File: src/design/shell_word_tokenizer_macros.svh
// ============================================================================
// Shell word tokeniser assertion macros
// Shared concurrent assertion forms, clocked on clk and disabled in reset.
// ============================================================================
`ifndef SHELL_WORD_TOKENIZER_MACROS_SVH
`define SHELL_WORD_TOKENIZER_MACROS_SVH

// Consequent must hold in the same cycle as the antecedent.
`define SWT_ASSERT_NOW(label, ante, cons) \
    label: assert property (@(posedge clk) disable iff (!rst_n) (ante) |-> (cons)) \
        else $error("check failed in the same cycle");

// Consequent must hold in the cycle after the antecedent.
`define SWT_ASSERT_NEXT(label, ante, cons) \
    label: assert property (@(posedge clk) disable iff (!rst_n) (ante) |=> (cons)) \
        else $error("check failed in the following cycle");

`endif

File: src/design/swt_pkg.sv
// ============================================================================
// Shell word tokeniser package
// Beat types and character constants shared by the tokeniser modules.
// ============================================================================
package swt_pkg;

    typedef struct packed {
        logic [15:0] character;
        logic        last_of_command;
    } in_item_t;

    typedef struct packed {
        logic [20:0] word_char;
        logic        char_valid;
        logic        word_end;
        logic        command_end;
    } out_item_t;

    localparam int MAX_RESULTS = 3;

    typedef struct packed {
        out_item_t [MAX_RESULTS-1:0] res;
        logic [1:0]                  cnt;
    } group_t;

    localparam logic [20:0] MAX_CODE_POINT = 21'h10FFFF;
    localparam logic [20:0] STAR_CHAR      = 21'h00002A;
    localparam logic [20:0] ESC_CHAR       = 21'h00001B;
    localparam logic [20:0] DOLLAR_CHAR    = 21'h000024;
    localparam logic [20:0] BSLASH_CHAR    = 21'h00005C;

endpackage

File: src/design/swt_out.sv
// ============================================================================
// Shell word tokeniser result register
// Holds the results of one character and hands them out one beat at a time.
// ============================================================================
module swt_out
    import swt_pkg::*;
(
    input  logic      clk,
    input  logic      rst_n,
    input  logic      load,
    input  group_t    group_in,
    output logic      free,
    output logic      out_valid,
    input  logic      out_stall,
    output out_item_t out_data
);

    group_t     grp_reg;
    logic [1:0] cnt_reg;
    logic [1:0] rd_reg;
    logic       full_reg;
    logic       take;
    logic       last_take;

    assign take      = full_reg && !out_stall;
    assign last_take = take && (rd_reg == cnt_reg - 2'd1);
    assign free      = !full_reg || last_take;
    assign out_valid = full_reg;
    assign out_data  = grp_reg.res[rd_reg];

    always_ff @(posedge clk)
    begin
        if (load && free)
        begin
            grp_reg <= group_in;
        end
    end

    always_ff @(posedge clk or negedge rst_n)
    begin
        if (!rst_n)
        begin
            cnt_reg  <= 2'd0;
            rd_reg   <= 2'd0;
            full_reg <= 1'b0;
        end
        else if (load && free)
        begin
            cnt_reg  <= group_in.cnt;
            rd_reg   <= 2'd0;
            full_reg <= 1'b1;
        end
        else if (last_take)
        begin
            full_reg <= 1'b0;
        end
        else if (take)
        begin
            rd_reg <= rd_reg + 2'd1;
        end
    end

`include "shell_word_tokenizer_macros.svh"

    `SWT_ASSERT_NOW(a_load_only_when_free, load, free)
    `SWT_ASSERT_NOW(a_count_nonzero, full_reg, cnt_reg != 2'd0 && rd_reg < cnt_reg)
    `SWT_ASSERT_NOW(a_cmd_end_is_last, full_reg && out_data.command_end, rd_reg == cnt_reg - 2'd1)
    `SWT_ASSERT_NEXT(a_drain_empties, last_take && !load, !full_reg)

endmodule

File: src/design/swt_step.sv
// ============================================================================
// Shell word tokeniser step logic
// Applies one character to the quoting and escape state and forms its results.
// ============================================================================
module swt_step
    import swt_pkg::*;
(
    input  logic     clk,
    input  logic     rst_n,
    input  logic     preserve,
    input  logic     fire,
    input  in_item_t item,
    output group_t   group_out
);

    localparam logic [1:0] Q_NONE    = 2'd0;
    localparam logic [1:0] Q_SINGLE  = 2'd1;
    localparam logic [1:0] Q_DOUBLE  = 2'd2;
    localparam logic [1:0] PH_IDLE   = 2'd0;
    localparam logic [1:0] PH_LETTER = 2'd1;
    localparam logic [1:0] PH_DIGITS = 2'd2;

    logic [1:0]  quote_reg,   quote_next;
    logic        cesc_reg,    cesc_next;
    logic [1:0]  phase_reg,   phase_next;
    logic [3:0]  max_reg,     max_next;
    logic [3:0]  cnt_reg,     cnt_next;
    logic [20:0] val_reg,     val_next;
    logic        ovf_reg,     ovf_next;
    logic        bs_reg,      bs_next;
    logic [20:0] held_reg,    held_next;
    logic        hv_reg,      hv_next;
    logic        ws_reg,      ws_next;

    function automatic logic [20:0] esc_result(logic [20:0] v, logic [3:0] c, logic o);
        if (c == 4'd0 || o || v == 21'd0)
        begin
            return STAR_CHAR;
        end
        return v;
    endfunction

    always_comb
    begin
        logic [15:0] ch;
        logic [20:0] chw;
        logic        last;
        logic        a1_en;
        logic [20:0] a1_ch;
        logic        run_plain;
        logic        p_app;
        logic [20:0] p_ch;
        logic        p_rm;
        logic        p_rm_ce;
        logic        p_end;
        logic [20:0] m;
        logic [3:0]  dval;
        logic        dok;
        logic        octal;
        logic [24:0] nv;
        logic [20:0] qc;
        logic [1:0]  rc;
        group_t      g;

        ch   = item.character;
        chw  = {5'd0, ch};
        last = item.last_of_command;

        quote_next = quote_reg;
        cesc_next  = cesc_reg;
        phase_next = phase_reg;
        max_next   = max_reg;
        cnt_next   = cnt_reg;
        val_next   = val_reg;
        ovf_next   = ovf_reg;
        bs_next    = bs_reg;
        held_next  = held_reg;
        hv_next    = hv_reg;
        ws_next    = ws_reg;

        a1_en     = 1'b0;
        a1_ch     = 21'd0;
        run_plain = 1'b0;
        p_app     = 1'b0;
        p_ch      = chw;
        p_rm      = 1'b0;
        p_rm_ce   = 1'b0;
        p_end     = 1'b0;
        m         = chw;
        dval      = 4'd0;
        dok       = 1'b0;
        octal     = (max_reg == 4'd3);
        nv        = 25'd0;
        qc        = 21'h27;
        rc        = 2'd0;
        g         = '0;

        if (ch inside {[16'h30:16'h39]})
        begin
            dval = ch[3:0];
            dok  = 1'b1;
        end
        else if (ch inside {[16'h61:16'h66], [16'h41:16'h46]})
        begin
            dval = ch[3:0] + 4'd9;
            dok  = 1'b1;
        end

        if (phase_reg == PH_LETTER)
        begin
            case (ch)
                16'h61:  m = 21'd7;
                16'h62:  m = 21'd8;
                16'h65:  m = ESC_CHAR;
                16'h45:  m = ESC_CHAR;
                16'h66:  m = 21'd12;
                16'h6E:  m = 21'd10;
                16'h72:  m = 21'd13;
                16'h74:  m = 21'd9;
                16'h76:  m = 21'd11;
                default: m = chw;
            endcase
            val_next = 21'd0;
            cnt_next = 4'd0;
            ovf_next = 1'b0;
            phase_next = PH_DIGITS;
            if (ch == 16'h78)
            begin
                max_next = 4'd2;
            end
            else if (ch == 16'h75)
            begin
                max_next = 4'd4;
            end
            else if (ch == 16'h55)
            begin
                max_next = 4'd8;
            end
            else if (ch inside {[16'h30:16'h37]})
            begin
                max_next = 4'd3;
                val_next = {18'd0, ch[2:0]};
                cnt_next = 4'd1;
            end
            else
            begin
                phase_next = PH_IDLE;
                a1_en      = 1'b1;
                a1_ch      = m;
            end
            if (phase_next == PH_DIGITS && last)
            begin
                a1_en      = 1'b1;
                a1_ch      = esc_result(val_next, cnt_next, ovf_next);
                phase_next = PH_IDLE;
            end
        end
        else if (phase_reg == PH_DIGITS)
        begin
            if (dok && !(octal && dval[3]) && cnt_reg < max_reg)
            begin
                if (!ovf_reg)
                begin
                    nv = octal ? {1'b0, val_reg, 3'd0} : {val_reg, 4'd0};
                    nv = nv + {21'd0, dval};
                    if (nv > {4'd0, MAX_CODE_POINT})
                    begin
                        ovf_next = 1'b1;
                    end
                    else
                    begin
                        val_next = nv[20:0];
                    end
                end
                cnt_next = cnt_reg + 4'd1;
                if (cnt_next >= max_reg || last)
                begin
                    a1_en      = 1'b1;
                    a1_ch      = esc_result(val_next, cnt_next, ovf_next);
                    phase_next = PH_IDLE;
                end
            end
            else
            begin
                a1_en      = 1'b1;
                a1_ch      = esc_result(val_reg, cnt_reg, ovf_reg);
                phase_next = PH_IDLE;
                run_plain  = 1'b1;
            end
        end
        else if (bs_reg)
        begin
            bs_next = 1'b0;
            a1_en   = 1'b1;
            a1_ch   = chw;
        end
        else
        begin
            run_plain = 1'b1;
        end

        if (run_plain)
        begin
            if (quote_reg != Q_NONE)
            begin
                qc = (quote_reg == Q_SINGLE) ? 21'h27 : 21'h22;
                if (preserve)
                begin
                    p_app = 1'b1;
                end
                if (chw == qc)
                begin
                    quote_next = Q_NONE;
                    cesc_next  = 1'b0;
                end
                else if (cesc_reg && !preserve && chw == BSLASH_CHAR)
                begin
                    if (last)
                    begin
                        p_app = 1'b1;
                    end
                    else
                    begin
                        phase_next = PH_LETTER;
                    end
                end
                else if (!preserve)
                begin
                    p_app = 1'b1;
                end
            end
            else if (ch == 16'h27 || ch == 16'h22)
            begin
                if (preserve)
                begin
                    p_app = 1'b1;
                end
                else
                begin
                    p_rm    = 1'b1;
                    p_rm_ce = (ch == 16'h27);
                end
                quote_next = (ch == 16'h27) ? Q_SINGLE : Q_DOUBLE;
            end
            else if (chw == BSLASH_CHAR && !last)
            begin
                p_app   = preserve;
                bs_next = 1'b1;
            end
            else if (ch inside {[16'h09:16'h0D], 16'h20, 16'h85, 16'hA0, 16'h1680,
                                [16'h2000:16'h200A], 16'h2028, 16'h2029, 16'h202F,
                                16'h205F, 16'h3000})
            begin
                p_end = 1'b1;
            end
            else
            begin
                p_app = 1'b1;
            end
        end

        if (a1_en)
        begin
            if (hv_next)
            begin
                g.res[rc] = '{word_char: held_next, char_valid: 1'b1,
                              word_end: 1'b0, command_end: 1'b0};
                rc      = rc + 2'd1;
                ws_next = 1'b1;
            end
            held_next = a1_ch;
            hv_next   = 1'b1;
        end

        if (p_rm && hv_next && held_next == DOLLAR_CHAR)
        begin
            hv_next   = 1'b0;
            held_next = 21'd0;
            cesc_next = p_rm_ce;
        end

        if (p_app)
        begin
            if (hv_next)
            begin
                g.res[rc] = '{word_char: held_next, char_valid: 1'b1,
                              word_end: 1'b0, command_end: 1'b0};
                rc      = rc + 2'd1;
                ws_next = 1'b1;
            end
            held_next = p_ch;
            hv_next   = 1'b1;
        end

        if (p_end || last)
        begin
            if (hv_next)
            begin
                g.res[rc] = '{word_char: held_next, char_valid: 1'b1,
                              word_end: 1'b1, command_end: 1'b0};
                rc = rc + 2'd1;
            end
            else if (ws_next)
            begin
                g.res[rc] = '{word_char: 21'd0, char_valid: 1'b0,
                              word_end: 1'b1, command_end: 1'b0};
                rc = rc + 2'd1;
            end
            hv_next   = 1'b0;
            held_next = 21'd0;
            ws_next   = 1'b0;
        end

        if (last)
        begin
            if (rc == 2'd0)
            begin
                g.res[0] = '0;
                rc       = 2'd1;
            end
            g.res[rc - 2'd1].command_end = 1'b1;
            quote_next = Q_NONE;
            cesc_next  = 1'b0;
            phase_next = PH_IDLE;
            max_next   = 4'd0;
            cnt_next   = 4'd0;
            val_next   = 21'd0;
            ovf_next   = 1'b0;
            bs_next    = 1'b0;
        end

        g.cnt     = rc;
        group_out = g;
    end

    always_ff @(posedge clk or negedge rst_n)
    begin
        if (!rst_n)
        begin
            quote_reg <= Q_NONE;
            cesc_reg  <= 1'b0;
            phase_reg <= PH_IDLE;
            max_reg   <= 4'd0;
            cnt_reg   <= 4'd0;
            val_reg   <= 21'd0;
            ovf_reg   <= 1'b0;
            bs_reg    <= 1'b0;
            held_reg  <= 21'd0;
            hv_reg    <= 1'b0;
            ws_reg    <= 1'b0;
        end
        else if (fire)
        begin
            quote_reg <= quote_next;
            cesc_reg  <= cesc_next;
            phase_reg <= phase_next;
            max_reg   <= max_next;
            cnt_reg   <= cnt_next;
            val_reg   <= val_next;
            ovf_reg   <= ovf_next;
            bs_reg    <= bs_next;
            held_reg  <= held_next;
            hv_reg    <= hv_next;
            ws_reg    <= ws_next;
        end
    end

endmodule

File: src/design/shell_word_tokenizer.sv
// ============================================================================
// Shell word tokeniser
// Splits a command text into shell-like words, one character beat in.
// ============================================================================
// One 16-bit character is taken per cycle into an input register unless in_stall
// holds it; the step logic then applies it to the quoting state and loads its
// zero to three results into the result register, which hands them out one beat
// per cycle while out_stall is low. The next character waits in the input
// register until the last result beat of the one before it is taken.
module shell_word_tokenizer
    import swt_pkg::*;
(
    input  logic      clk,
    input  logic      rst_n,
    input  logic      cfg_write,
    input  logic      cfg_data,
    input  logic      in_valid,
    output logic      in_stall,
    input  in_item_t  in_data,
    output logic      out_valid,
    input  logic      out_stall,
    output out_item_t out_data
);

    logic     preserve_reg;
    logic     in_valid_reg;
    in_item_t in_item_reg;
    logic     free;
    logic     fire;
    logic     load;
    group_t   group;

    assign fire     = in_valid_reg && free;
    assign load     = fire && (group.cnt != 2'd0);
    assign in_stall = in_valid_reg && !free;

    always_ff @(posedge clk or negedge rst_n)
    begin
        if (!rst_n)
        begin
            preserve_reg <= 1'b0;
        end
        else if (cfg_write)
        begin
            preserve_reg <= cfg_data;
        end
    end

    always_ff @(posedge clk or negedge rst_n)
    begin
        if (!rst_n)
        begin
            in_valid_reg <= 1'b0;
        end
        else if (!in_stall)
        begin
            in_valid_reg <= in_valid;
        end
    end

    always_ff @(posedge clk)
    begin
        if (in_valid && !in_stall)
        begin
            in_item_reg <= in_data;
        end
    end

    swt_step u_step (
        .clk       (clk),
        .rst_n     (rst_n),
        .preserve  (preserve_reg),
        .fire      (fire),
        .item      (in_item_reg),
        .group_out (group)
    );

    swt_out u_out (
        .clk       (clk),
        .rst_n     (rst_n),
        .load      (load),
        .group_in  (group),
        .free      (free),
        .out_valid (out_valid),
        .out_stall (out_stall),
        .out_data  (out_data)
    );

endmodule

File: config.mk
export PLATFORM = sky130hd
export DESIGN_NAME = shell_word_tokenizer
export DESIGN_NICKNAME = d
export VERILOG_FILES = /design/src/design/swt_pkg.sv /design/src/design/swt_out.sv /design/src/design/swt_step.sv /design/src/design/shell_word_tokenizer.sv
export VERILOG_INCLUDE_DIRS = /design/src /design/src/design
export SDC_FILE = /design/constraint.sdc
export NUM_CORES = 1
export LEC_CHECK = 0
export ABC_AREA = 1
export BUFFER_PORTS_ARGS = -buffer_cell sky130_fd_sc_hd__buf_2
export CELL_PAD_IN_SITES_DETAIL_PLACEMENT = 0
export CELL_PAD_IN_SITES_GLOBAL_PLACEMENT = 2
export CORE_MARGIN = 5
export CORE_UTILIZATION = 36
export CTS_CLUSTER_SIZE = 24
export DETAILED_ROUTE_END_ITERATION = 10
export PLACE_DENSITY_LB_ADDON = 0.05
export SLEW_MARGIN = 20
export SYNTH_ARGS = -nofsm -noshare
export SYNTH_HDL_FRONTEND = slang
export SYNTH_SLANG_ARGS = --single-unit
export TNS_END_PERCENT = 5
File: constraint.sdc
create_clock -name clk -period 9.4 [get_ports clk]
set_clock_uncertainty 0.1 [all_clocks]
set_input_delay 0.94 -clock clk [delete_from_list [all_inputs] [get_ports clk]]
set_output_delay 0.94 -clock clk [all_outputs]
set_load 0.05 [all_outputs]
# == Word level (Yosys, flattened, before mapping) ==
# Cells that the tools add are included.
# W data, S select, Z words.
# classes
add_sub_neg,8
mul,0
div_mod_pow,0
n_lt_le_gt_ge,21
eq_ne,34
shifts,0
mux,192
bitwise_logic,3
n_reduce_logical,69
# ops
cell,count
$mux W21,31
$mux W72,6
$bwmux W72,3
$eq A16 B7 Y1 const B,13
$mux W24,7
$demux W24 S2,3
$pmux W16 S8,1
$mux W1,86
$eq A16 B14 Y1 const B,5
$and A69 B69 Y69,1
$not A69 Y69,1
$mux W2,33
$mux W4,16
$logic_not A21 Y1,3
$bmux W24 S2,1
$eq A16 B6 Y1 const B,3
$eq A16 B8 Y1 const B,2
$ge A16 B7 Y1 const B,2
$le A16 B6 Y1 const B,2
$le A16 B7 Y1 const B,2
$mux W16,2
$add A25 B4 Y25,1
$gt A25 B21 Y1 const B,1
$logic_and A1 B1 Y1,25
other kinds (37),77
# word_totals
reg_bits,155
latch_bits,0
mem_bits_rw,0
rom_bits,0
in_bits,23
output_inout_bits,26
elab_cells,357
n_memories,0

# == Longest topological paths before layout ==
# Gate-level depths: netlist of the first run.
# depth
ltp_word,44
mapped_depth,58
mapped_depth_nobuf,56

# == Cells and area by module ==
# Synthesis of the first run repeated with hierarchy kept, for this count alone.
# unflattened
cells_unflattened,1703
hier_area_um2,11651.2
# by_module_without_submodules
module,n_inst,cells_each,area_per_inst_um2,seq_area_each_um2
swt_step,1,1451,8026.4,1476.4
swt_out,1,220,3011.6,2287.2
shell_word_tokenizer,1,32,613.1,560.5

# == Least setup slack after synthesis of the first run ==
# Ideal clock, no wire load.
# synth_path
path_kind,reg-to-reg
from,register in_item_reg[2] (netlist bit)
to,"register u_out.grp_reg[10] (netlist bit), enable pin"
setup_ps,432
arrival_ps,7708
required_ps,8868
path_slack_ps,1160
stages_incl_launch_ff,51
n_path_buf,3
synth_period_minus_slack_ps,8240
path_cell_list,edfxtp_1 clkbuf_1 inv_1 ha_1 inv_1 o21ai_0 o2111ai_1 o21ai_1 xor2_1 inv_1 nand2_1 inv_1 ha_1 ha_1 nand2_1 inv_1 nand2_1 nor2_4 [15 not listed] nand2_1 nand2_1 nand2_1 nor2_1 nand2_2 nand2_4 ha_1 nor2_1 nor2_1 inv_1 ha_1 inv_1 nor2_1 nand2_1 nand3_2 nand2_1 nand2_1 nand2_1
# synth_via
elab_chain_len,41
word_cells_on_any_way,165
cone_classes,add/sub (4); order compare (12); eq/ne (27); mux (92); reduce/logical (30)
# synth_lines
item,line_no,rtl
start: declaration,shell_word_tokenizer.sv:27,in_item_t in_item_reg;
start signal: assignment,shell_word_tokenizer.sv:65,in_item_reg <= in_data;
$ge A16 B7 Y1 / $le A16 B7 Y1 (equally long branches),swt_step.sv:103,"else if (ch inside {[16'h61:16'h66], [16'h41:16'h46]})"
$logic_and A1 B1 Y1,swt_step.sv:103,
$reduce_bool A2 Y1,swt_step.sv:103,
$mux W4,swt_step.sv:103,
$mux W4,swt_step.sv:98,if (ch inside {[16'h30:16'h39]})
$add A25 B4 Y25,swt_step.sv:165,"nv = nv + {21'd0, dval};"
$gt A25 B21 Y1,swt_step.sv:166,"if (nv > {4'd0, MAX_CODE_POINT})"
$mux W21 / $mux W1 (equally long branches),swt_step.sv:166,
[25 not listed],n/a,
$mux W2 *,swt_step.sv:295,if (p_end || last)
$logic_not A2 Y1,swt_step.sv:316,if (rc == 2'd0)
$mux W2,swt_step.sv:316,
$mux W2,swt_step.sv:314,if (last)
$mux W2 *,swt_step.sv:314,
$reduce_bool A2 Y1 *,shell_word_tokenizer.sv:34,assign load = fire && (group.cnt != 2'd0);
$logic_and A1 B1 Y1 *,shell_word_tokenizer.sv:34,
$logic_and A1 B1 Y1 *,swt_out.sv:33,if (load && free)
end signal: assignment,swt_out.sv:35,grp_reg <= group_in;
end: declaration,swt_out.sv:18,group_t grp_reg;
# Mark *: on every way between the ends. The rest lies on a longest branch, timed or not. The select of a mux whose other input is x is not followed.
# A chain may end at the register's enable or synchronous reset.

# == Final worst setup path of the first run ==
# layout_path
from,register in_item_reg[2] (netlist bit)
to,"register u_out.grp_reg[23] (netlist bit), enable pin"
# Same word-level chain as after synthesis.

==> key figures, run 1 <==
Global route
  • Vias in the first global route: 10,800
  • First-pass GRT wire length: 65,300 um
  • Largest net degree at the start of global routing: 67
  • Total GRT Usage: 23.2%
  • Initial antenna violation count: 0
  • Global route overflow: 0

CTS
  • TritonCTS buffer count: 17
  • Clk_lat worst skew: 0.44 ns
  • Hold-fix buffers, CTS: 0
  • Root Buffer: clkbuf_16
  • Clock Path Buffers: 2
  • CTS tree: built
  • Clk sinks: 155
  • Clk pin slew, worst setup/hold paths: 0.08 ns
  • H-tree Lvls: 4

Floorplanning
  • Die ar.: 0.0354 mm2
  • Io pins: 49
  • Chip width: 188 um
  • Initial core utilization: 36.3%
  • Die Height: 188 um
  • Core area: 0.0315 mm2
  • # rows: 65

Route
  • Antenna-violating nets left: 0
  • Routed vias: 11,200
  • Vias per inst: 5.34
  • Routed WL: 41,200 um
  • Drt pass-1 iters: 5
  • Wirelength per Cell: 19.7 um
  • 1st-iter DRT viols: 780
  • DRC: 0

Logic synthesis
  • Area of the mapped netlist: 0.0114 mm2
  • Yosys cell types: 56
  • #FFs+latches synth: 155
  • Proportion of synthesized area in mux cells: 0.0985%
  • Number of synthesized flops with an enable pin: 89
  • Register area share after synthesis: 37.8%
  • Synth Warn #: 0
  • Mapped Avg Cell Area: 6.92 um2
  • Net count after synthesis: 1,695
  • Post-Synth Simple-Gate Area: 34.4%
  • Adder-cell share of the synthesized area: 2.30%
  • Cells after synthesis: 1,651
  • Synth Area in XOR/XNOR: 1.22%
  • Synth async-reset ratio: 42.6%
  • Complex-gate fraction of the synthesized area: 14.6%
  • Dominant synthesized flop cell: edfxtp_1
  • Largest family of logic cells by synthesized area: simple AND/OR/NAND/NOR gates

Setup path
  • Most frequent CP cell: nand2_1
  • Critical R2R Capture: u_out.grp_reg[23]
  • Crit. End Element: flip-flop
  • Critical path endpoint: u_out.grp_reg[23]
  • Crit path kind: flip-flop to flip-flop
  • Required @ worst endpoint: 9.43 ns
  • CP Max Fanout: 24
  • Flop2flop setup slack: 0.99 ns
  • Crit path max-delay cell type: edfxtp_1
  • Arr. time, crit path: 8.43 ns
  • Critical Path Max Stage Delay: 0.37 ns
  • Worst Setup SP: in_item_reg[2]
  • Critical path depth: 52
  • Startpoint Class: flip-flop
  • Critical path buffers and inverters: 9
  • R2R cell count: 52
  • Family with the most delay on the worst path: simple AND/OR/NAND/NOR gates
  • Worst r2r src: in_item_reg[2]

Final layout
  • ANT cells: 0
  • Max reg flops: 72
  • Nets: 1,721
  • Most frequent cells in the layout: nand2_1 (468), nor2_1 (219), inv_1 (176)
  • Layout area overhead: 11.2%
  • Most common cell after layout, fill and taps aside: nand2_1
  • Layout cells sized above 1: 10.2%

Pwr
  • Pwr dens: 278 mW/mm2
  • VDD IR max: 0.139 mV
  • Leak pwr: 5.50 nW

STA
  • Worst-margin pin slew: 1.08 ns
  • Final setup vio count: 0
  • Max-slew violations: 0
  • Final TNS setup: 0 ns
  • RSZ-0062 raised after global routing: false
  • Fin crit period: 8.41 ns
  • Relative slew slack: 27.8%
  • Final hold violations: 0
  • Final worst setup slack: 0.993 ns
  • Highest Clock Rate: 119 MHz
  • Final period util: 89.4%

Run status
  • Outcome: finished clean

Job
  • Max_cap viols: 0

Place
  • Port Buf Inserts: 48
  • Pre-CTS setup slack: 0.443 ns
  • Final GP Congestion: 0.953
  • HPWL after DPL: 31,500 um

Min path
  • HP Class: input pin to asynchronous set/reset pin
how the worst min path moves through the flow:
stage / to / from / slack (ns)
global route: u_step.val_reg[10] / rst_n / 0.35
global placement: u_step.ws_reg / u_step.ws_reg / 0.37
CTS: u_step.ws_reg / u_step.ws_reg / 0.39
detailed placement: u_step.ws_reg / u_step.ws_reg / 0.37
finish: u_step.val_reg[10] / rst_n / 0.33
floorplan: u_step.ws_reg / u_step.ws_reg / 0.35
power by group:
group	internal [mW]	switching, mW	leakage (nW)
registers	1.01	0.115	1.75
logic	0.408	1.27	3.46
clock network	0.404	0.329	0.293
total	1.82	1.72	5.50
cells by family (layout without fill, tap and decap cells):
logic type	Yosys count	in the layout
simple gates	922	922
compound gates	271	271
buf+inv	266	305
flops	155	155
fa+ha+maj	21	21
xor+xnor	15	15
mux	1	1
Yosys cell counts, types with 6 or more instances:
cell type	number	area (um2)
a21oi_1	40	200
a21oi_2	14	123
a31oi_1	9	56.3
buf_2	18	90.1
clkbuf_1	45	169
clkinv_1	6	22.5
dfrtp_1	66	1650
edfxtp_1	89	2670
ha_1	21	263
inv_1	177	664
inv_2	8	30.0
nand2_1	469	1760
nand2_2	7	43.8
nand3_1	141	706
nand3_2	6	60.1
nand4_1	32	200
nor2_1	219	822
nor2_2	6	37.5
nor3_1	18	90.1
nor4_1	9	56.3
o211ai_1	10	75.1
o21ai_0	90	450
o21ai_1	10	50.1
o22ai_1	40	250
o31ai_1	30	225
o32ai_1	7	61.3
xor2_1	13	114
worst register-to-register path: cells and delay by family, from the launching register on:
kind	cells	cell delay [ns]
AOI/OAI and AO/OA	2	0.31
adders and majority gates	5	1.09
buffers and inverters	9	1.33
DFF	1	0.37
and+or+nand+nor	36	4.90
metal layers:
metal / global-route usage, % / wire length (um)
met4: 4.86 / 631
met3: 2.96 / 1890
met2: 37.5 / 19000
met5: 0 / 0
met1: 33.5 / 19600
per-stage QoR:
step / utilization, % / total power [mW] / instance area (um2) / hold slack, ns / instances
2_1_floorplan: - / 2.35 / 11400 / 0.350 / 1651
3_3_place_gp: 38.3 / 2.81 / 12000 / 0.367 / 2056
3_5_place_dp: 38.3 / 2.82 / 12000 / 0.367 / 2056
4_1_cts: 40.2 / 3.56 / 12600 / 0.387 / 2088
5_1_grt: 40.4 / 3.77 / 12700 / 0.352 / 2092
6_report: 40.4 / 3.54 / 12700 / 0.332 / 2092
cell type report:
cell class / count / area, um2
clock buffers: 18 / 429
clock inverters: 14 / 171
fillers: 3403 / 18800
inverters: 191 / 717
multi-input cells: 1230 / 6030
flip-flops and latches: 155 / 4320
well taps: 402 / 503
repair buffers: 82 / 531
repair_timing:
item                                    in CTS  in global routing
buffers inserted                             0                  3
resized for setup                            0                  4
endpoints found under the setup margin       0                122
Power figures use the tool's default switching activity.
==> run 2, diff against run 1 <==
Settings changed: CORE_UTILIZATION 36 to 37, CTS_BUF_LIST set to sky130_fd_sc_hd__clkbuf_4.
==> key figures, run 2 (same netlist as run 1, synthesis figures left out) <==
STA
  • Final setup vio count: 0 (unchanged)
  • Max-slew violations: 0 (unchanged)
  • Highest Clock Rate: 115 MHz (was 119 MHz)
  • Hold Slack: 0.376 ns (was 0.332 ns)
  • Final hold violations: 0 (unchanged)
  • Final TNS setup: 0 ns (unchanged)
  • Relative slew slack: 31.9% (was 27.8%)
  • Fin crit period: 8.67 ns (was 8.41 ns)
  • Worst-margin pin slew: 1.02 ns (was 1.08 ns)
  • Final period util: 92.2% (was 89.4%)

CTS
  • Clk_lat worst skew: 0.60 ns (was 0.44 ns)
  • Clk sinks: 155 (unchanged)
  • H-tree Lvls: 4 (unchanged)
  • TritonCTS buffer count: 17 (unchanged)
  • Clock Path Buffers: 2 (unchanged)
  • CTS tree: built (unchanged)
  • Root Buffer: clkbuf_4 (was clkbuf_16)
  • Clk pin slew, worst setup/hold paths: 0.15 ns (was 0.08 ns)

Final layout
  • Layout area overhead: 7.64% (was 11.2%)
  • Layout fillers: 3,352 (was 3,403)
  • Layout cells sized above 1: 9.93% (was 10.2%)
  • Fin util: 40.3% (was 40.4%)
  • Most common cell after layout, fill and taps aside: nand2_1 (unchanged)
  • Max reg flops: 72 (unchanged)
  • Most frequent cells in the layout: nand2_1 (467), nor2_1 (218), inv_1 (176) (was nand2_1 (468), nor2_1 (219), inv_1 (176))
  • Post-Layout Cell Count: 2,078 (was 2,092)
  • Nets: 1,712 (was 1,721)

Global route
  • Met3 Usage GRT: 3.09% (was 2.96%)
  • Top Usage Layer GRT: met2 (unchanged)
  • Largest net degree at the start of global routing: 73 (was 67)
  • Initial antenna violation count: 1 (was 0)
  • Vias in the first global route: 10,400 (was 10,800)
  • GR Layer Usage met2: 37.1% (was 37.5%)
  • Total GRT Usage: 23.2% (about the same)
  • Global route overflow: 0 (unchanged)
  • Met1 Use GR: 33.4% (was 33.5%)
  • First-pass GRT wire length: 62,300 um (was 65,300 um)

Route
  • Vias per inst: 5.30 (was 5.34)
  • Routed vias: 11,000 (was 11,200)
  • Drt pass-1 iters: 5 (unchanged)
  • Antenna-violating nets left: 0 (unchanged)
  • Wirelength per Cell: 19.3 um (was 19.7 um)
  • DRC: 0 (unchanged)
  • Routed WL: 40,000 um (was 41,200 um)
  • 1st-iter DRT viols: 924 (was 780)

Floorplanning
  • Die ar.: 0.0345 mm2 (was 0.0354 mm2)
  • Core area: 0.0305 mm2 (was 0.0315 mm2)
  • Chip width: 186 um (was 188 um)
  • Die Height: 186 um (was 188 um)
  • # rows: 64 (was 65)
  • Initial core utilization: 37.5% (was 36.3%)
  • Io pins: 49 (unchanged)

Pwr
  • VDD IR max: 0.153 mV (was 0.139 mV)
  • Pwr dens: 260 mW/mm2 (was 278 mW/mm2)
  • Total power: 3.20 mW (was 3.54 mW)
  • Leak pwr: 5.31 nW (was 5.50 nW)

Setup path
  • Startpoint Class: flip-flop (unchanged)
  • CP Max Fanout: 72 (was 24)
  • Critical Path Max Stage Delay: 0.39 ns (was 0.37 ns)
  • Crit. End Element: flip-flop (unchanged)
  • Crit path max-delay cell type: edfxtp_1 (unchanged)
  • Required @ worst endpoint: 9.57 ns (was 9.43 ns)
  • Crit path kind: flip-flop to flip-flop (unchanged)
  • Arr. time, crit path: 8.83 ns (was 8.43 ns)
  • Most frequent CP cell: nand2_1 (unchanged)

Place
  • Final GP Congestion: 0.928 (was 0.953)
  • Dpl cells: 2,041 (was 2,056)
  • Port Buf Inserts: 48 (unchanged)
  • HPWL after DPL: 30,400 um (was 31,500 um)

Job
  • Max_cap viols: 0 (unchanged)

Min path
  • HP Class: input pin to asynchronous set/reset pin (unchanged)

Run status
  • Outcome: finished clean (unchanged)
run 2: cell types whose count changed in the layout (fill, tap and decap cells not counted), sizes merged:
cell,previous run,this run
buf,82,73
bufinv,2,1
clkinv,7,6
diode,0,1
clkinvlp,1,3
run 2: area by class of cell:
cell class	instances	area (um2)	share of cell area, %
timing repair buffer	73	450	3.66
sequential	155	4320	35.1
inverter	191	717	5.83
antenna	1	2.50	0.0203
clock inverter	14	148	1.20
clock buffer	18	135	1.10
tap	396	495	4.03
multi-input combinational	1230	6030	49.0
run 2: worst max-delay path: cells and delay by family (launching register included):
| kind | cells | cell delay (ns) |
|---|---|---|
| adders and majority gates | 5 | 1.17 |
| xor gates and xnor gates | 1 | 0.08 |
| and+or+nand+nor | 29 | 4.06 |
| DFF | 1 | 0.39 |
| AOI/OAI and AO/OA | 6 | 1.12 |
| buffers and inverters | 9 | 1.38 |
run 2: repair_timing:
item,4_1_cts,5_1_grt
resized for setup,0,6
hold buffers,0,0
setup endpoints to repair,0,116
buffers inserted,0,4
run 2: per-stage QoR:
stage                     setup WS (ns)  instance area, um2
final                             0.733               12300
after global routing            -0.0163               12300
after CTS                         0.296               12300
after detailed placement          0.370               12000
after global placement            0.437               12000
after floorplan                    1.16               11400
run 2: metal layers:
metal  vias to the layer above  part of all wire, %
met1                      5119                   48
met4                         0                  1.9
met5                         -                    0
li1                       5530                    -
met3                        46                  4.5
met2                       320                   46
run 2: worst paths after layout:
path	startpoint	end	slack [ns]	cells after the start
worst max-delay path	in_item_reg[2]	u_out.grp_reg[29]	0.73	50
worst min-delay path	rst_n	u_out.rd_reg[1]	0.38	1
worst max register to register	in_item_reg[2]	u_out.grp_reg[29]	0.73	50
worst min register to register	u_step.ws_reg	u_step.ws_reg	0.40	2
max in group asynchronous	rst_n	u_step.held_reg[19]	8.20	1
min in group clk	u_step.ws_reg	u_step.ws_reg	0.40	2
run 2: power by group:
| part | internal, mW | switching, mW |
|---|---|---|
| logic | 0.390 | 1.25 |
| registers | 1.01 | 0.112 |
| clock network | 0.145 | 0.293 |
==> run 3, diff against run 2 <==
Settings changed: ABC_AREA 1 to unset, CORE_UTILIZATION 37 to 40, GPL_TIMING_DRIVEN set to 1.
==> key figures, run 3 <==
Run status
  • Outcome: finished clean (unchanged)

Route
  • Drt pass-1 iters: 6 (was 5)
  • 1st-iter DRT viols: 1,212 (was 924)
  • Antenna-violating nets left: 0 (unchanged)
  • Wirelength per Cell: 23.9 um (was 19.3 um)
  • Routed WL: 42,600 um (was 40,000 um)
  • DRC: 0 (unchanged)
  • Vias per inst: 6.27 (was 5.30)
  • Routed vias: 11,200 (was 11,000)

Setup path
  • Crit. End Element: flip-flop (unchanged)
  • Crit path max-delay cell type: or4_1 (was edfxtp_1)
  • Critical Path Max Stage Delay: 0.73 ns (was 0.39 ns)
  • Arr. time, crit path: 9.31 ns (was 8.83 ns)
  • Required @ worst endpoint: 9.64 ns (was 9.57 ns)
  • CP Max Fanout: 50 (was 72)
  • Most frequent CP cell: ha_1 (was nand2_1)
  • Startpoint Class: flip-flop (unchanged)
  • Crit path kind: flip-flop to flip-flop (unchanged)

CTS
  • Clock Path Buffers: 2 (unchanged)
  • H-tree Lvls: 4 (unchanged)
  • CTS tree: built (unchanged)
  • Clk_lat worst skew: 0.62 ns (was 0.60 ns)
  • Clk pin slew, worst setup/hold paths: 0.18 ns (was 0.15 ns)
  • Root Buffer: clkbuf_4 (unchanged)
  • Clk sinks: 155 (unchanged)
  • TritonCTS buffer count: 17 (unchanged)

Final layout
  • Most frequent cells in the layout: nand2_1 (199), nor2_1 (134), o21ai_0 (121) (was nand2_1 (467), nor2_1 (218), inv_1 (176))
  • Register area: 0.00432 mm2 (unchanged)
  • Area occupied by multi-input gates: 0.00656 mm2 (was 0.00603 mm2)
  • Post-Layout Cell Count: 1,782 (was 2,078)
  • Most common cell after layout, fill and taps aside: nand2_1 (unchanged)
  • Nets: 1,434 (was 1,712)
  • Max reg flops: 72 (unchanged)
  • Layout area overhead: 9.49% (was 7.64%)
  • Layout fillers: 2,841 (was 3,352)
  • Layout cells sized above 1: 12.3% (was 9.93%)

Min path
  • HP Class: input pin to asynchronous set/reset pin (unchanged)

Global route
  • First-pass GRT wire length: 65,100 um (was 62,300 um)
  • Global route overflow: 0 (unchanged)
  • Vias in the first global route: 10,500 (was 10,400)
  • Initial antenna violation count: 1 (unchanged)
  • Largest net degree at the start of global routing: 67 (was 73)
  • Total GRT Usage: 26.7% (was 23.2%)

STA
  • Highest Clock Rate: 110 MHz (was 115 MHz)
  • Relative slew slack: 26.5% (was 31.9%)
  • Fin crit period: 9.07 ns (was 8.67 ns)
  • Final hold violations: 0 (unchanged)
  • Worst-margin pin slew: 1.07 ns (was 1.02 ns)
  • Final period util: 96.5% (was 92.2%)
  • Hold Slack: 0.323 ns (was 0.376 ns)
  • Max-slew violations: 0 (unchanged)
  • Final setup vio count: 0 (unchanged)
  • Final worst setup slack: 0.332 ns (was 0.733 ns)

Logic synthesis
  • Count leader, synth: nand2_1 (unchanged)
  • Net count after synthesis: 1,426 (was 1,695)
  • Yosys cell types: 84 (was 56)
  • Area of the mapped netlist: 0.0114 mm2 (about the same)
  • Cells after synthesis: 1,382 (was 1,651)
  • Synth top area cells: edfxtp_1 (23%), dfrtp_1 (15%), nand2_1 (6.6%) (was edfxtp_1 (23%), nand2_1 (15%), dfrtp_1 (14%))
  • Register area share after synthesis: 38.0% (was 37.8%)
  • Synth async-reset ratio: 42.6% (unchanged)
  • #FFs+latches synth: 155 (unchanged)
  • Area share of the largest cell type after synthesis: 23.5% (was 23.4%)
  • Synth top cells by count: nand2_1 (199), nor2_1 (135), o21ai_0 (122), edfxtp_1 (89), clkbuf_1 (87) (was nand2_1 (469), nor2_1 (219), inv_1 (177), nand3_1 (141), o21ai_0 (90))
  • Biggest area consumer among synthesized cells: edfxtp_1 (unchanged)
  • Number of synthesized flops with an enable pin: 89 (unchanged)
  • Mapped Avg Cell Area: 8.24 um2 (was 6.92 um2)
  • Synth Warn #: 0 (unchanged)
  • Dominant synthesized flop cell: edfxtp_1 (unchanged)

Pwr
  • Sw frac: 49.7% (was 51.8%)
  • Total power: 3.24 mW (was 3.20 mW)
  • Flop pwr share: 34.2% (was 34.9%)
  • Int Pwr: 1.63 mW (was 1.54 mW)
  • Clock power share: 15.4% (was 13.7%)
  • Gate power share: 50.4% (was 51.3%)
  • Leak pwr: 4.58 nW (was 5.31 nW)
  • VDD IR max: 0.282 mV (was 0.153 mV)
  • Pwr dens: 260 mW/mm2 (about the same)
  • NetSw: 1.61 mW (was 1.66 mW)

Floorplanning
  • Initial core utilization: 40.8% (was 37.5%)
  • Die Height: 179 um (was 186 um)
  • # rows: 61 (was 64)
  • Io pins: 49 (unchanged)
  • Die ar.: 0.0319 mm2 (was 0.0345 mm2)
  • Chip width: 179 um (was 186 um)
  • Core area: 0.0279 mm2 (was 0.0305 mm2)

Place
  • Dpl cells: 1,749 (was 2,041)
  • Port Buf Inserts: 48 (unchanged)
  • HPWL after DPL: 31,300 um (was 30,400 um)
  • Final GP Congestion: 0.979 (was 0.928)
  • Pre-CTS setup slack: 0.204 ns (was 0.370 ns)

Job
  • Max_cap viols: 0 (unchanged)
run 3: changes by cell type in the layout (fill, tap and decap cells not counted), moves of 44 or more:
cell | before | now
nand2_1 | 467 | 199
nand3_1 | 141 | 33
nor2_1 | 218 | 134
inv_1 | 176 | 37
a21oi_1 | 40 | 84
mux2i_1 | 0 | 45
run 3: cell type report:
type                       instances  share of cell area (%)
sequential                       155                    34.7
antenna                            1                  0.0201
clock inverter                    15                    1.60
timing repair buffer              98                    5.06
inverter                          39                    1.17
multi-input combinational       1079                    52.6
tap                              378                    3.79
clock buffer                      17                    1.02
run 3: stage by stage:
stage,setup TNS [ns],cell area [um2],util [%]
global route,-1.55,12500,44.6
floorplan,0,11400,-
CTS,0,12400,44.4
detailed placement,0,12100,43.2
finish,0,12500,44.6
global placement,0,12100,43.2
run 3: power by group through the flow:
stage,clock (mW),combinational (mW),sequential [mW]
floorplan,0,1.15,1.07
global placement,0,1.61,1.11
detailed placement,0,1.62,1.12
CTS,0.513,1.62,1.10
global route,0.535,1.76,1.12
finish,0.499,1.63,1.11
run 3: timing repair:
action	in CTS	in global routing
buffers inserted	0	0
endpoints found under the setup margin	0	130
resized for setup	0	12
hold buffers	0	0
run 3: kinds of logic after synthesis:
kind of cell / after synthesis / share of synthesized area, %
AO/OA/AOI/OAI: 442 / 25.7
XOR/XNOR: 8 / 0.615
adder cells (fa/ha/maj): 21 / 2.31
buffers and inverters: 148 / 5.11
flip-flops: 155 / 38.0
multiplexers: 52 / 4.65
AND/OR/NAND/NOR: 556 / 23.6
run 3: path summary, 6_finish.rpt:
kind | start | to | slack (ns) | cells after the start
worst max-delay path | in_item_reg[15] | u_out.grp_reg[48] | 0.33 | 28
worst min-delay path | rst_n | u_step.val_reg[9] | 0.32 | 1
worst max register to register | in_item_reg[15] | u_out.grp_reg[48] | 0.33 | 28
worst min register to register | u_step.held_reg[11] | u_step.held_reg[11] | 0.44 | 2
max in group asynchronous | rst_n | u_step.phase_reg[0] | 8.21 | 1
min in group clk | in_data[1] | in_item_reg[1] | 0.38 | 1
run 3: layer usage:
metal  part of all wire (%)  wire, um  global-route usage [%]  up-vias
met3                    7.3      3120                    5.21       67
met1                     45     19000                    38.1     5454
met5                      0         0                       0        -
li1                       -         -                       -     5197
met2                     46     19500                    42.0      462
met4                    2.2       930                    6.43        0
run 3: critical path, delay by kind of cell (launching register included):
family	cells	cell delay (ns)
buffers and inverters	3	0.46
and+or+nand+nor	11	3.46
xor gates and xnor gates	1	0.16
muxes	1	0.35
AOI/OAI and AO/OA	8	2.52
DFF	1	0.55
adders and majority gates	4	1.12
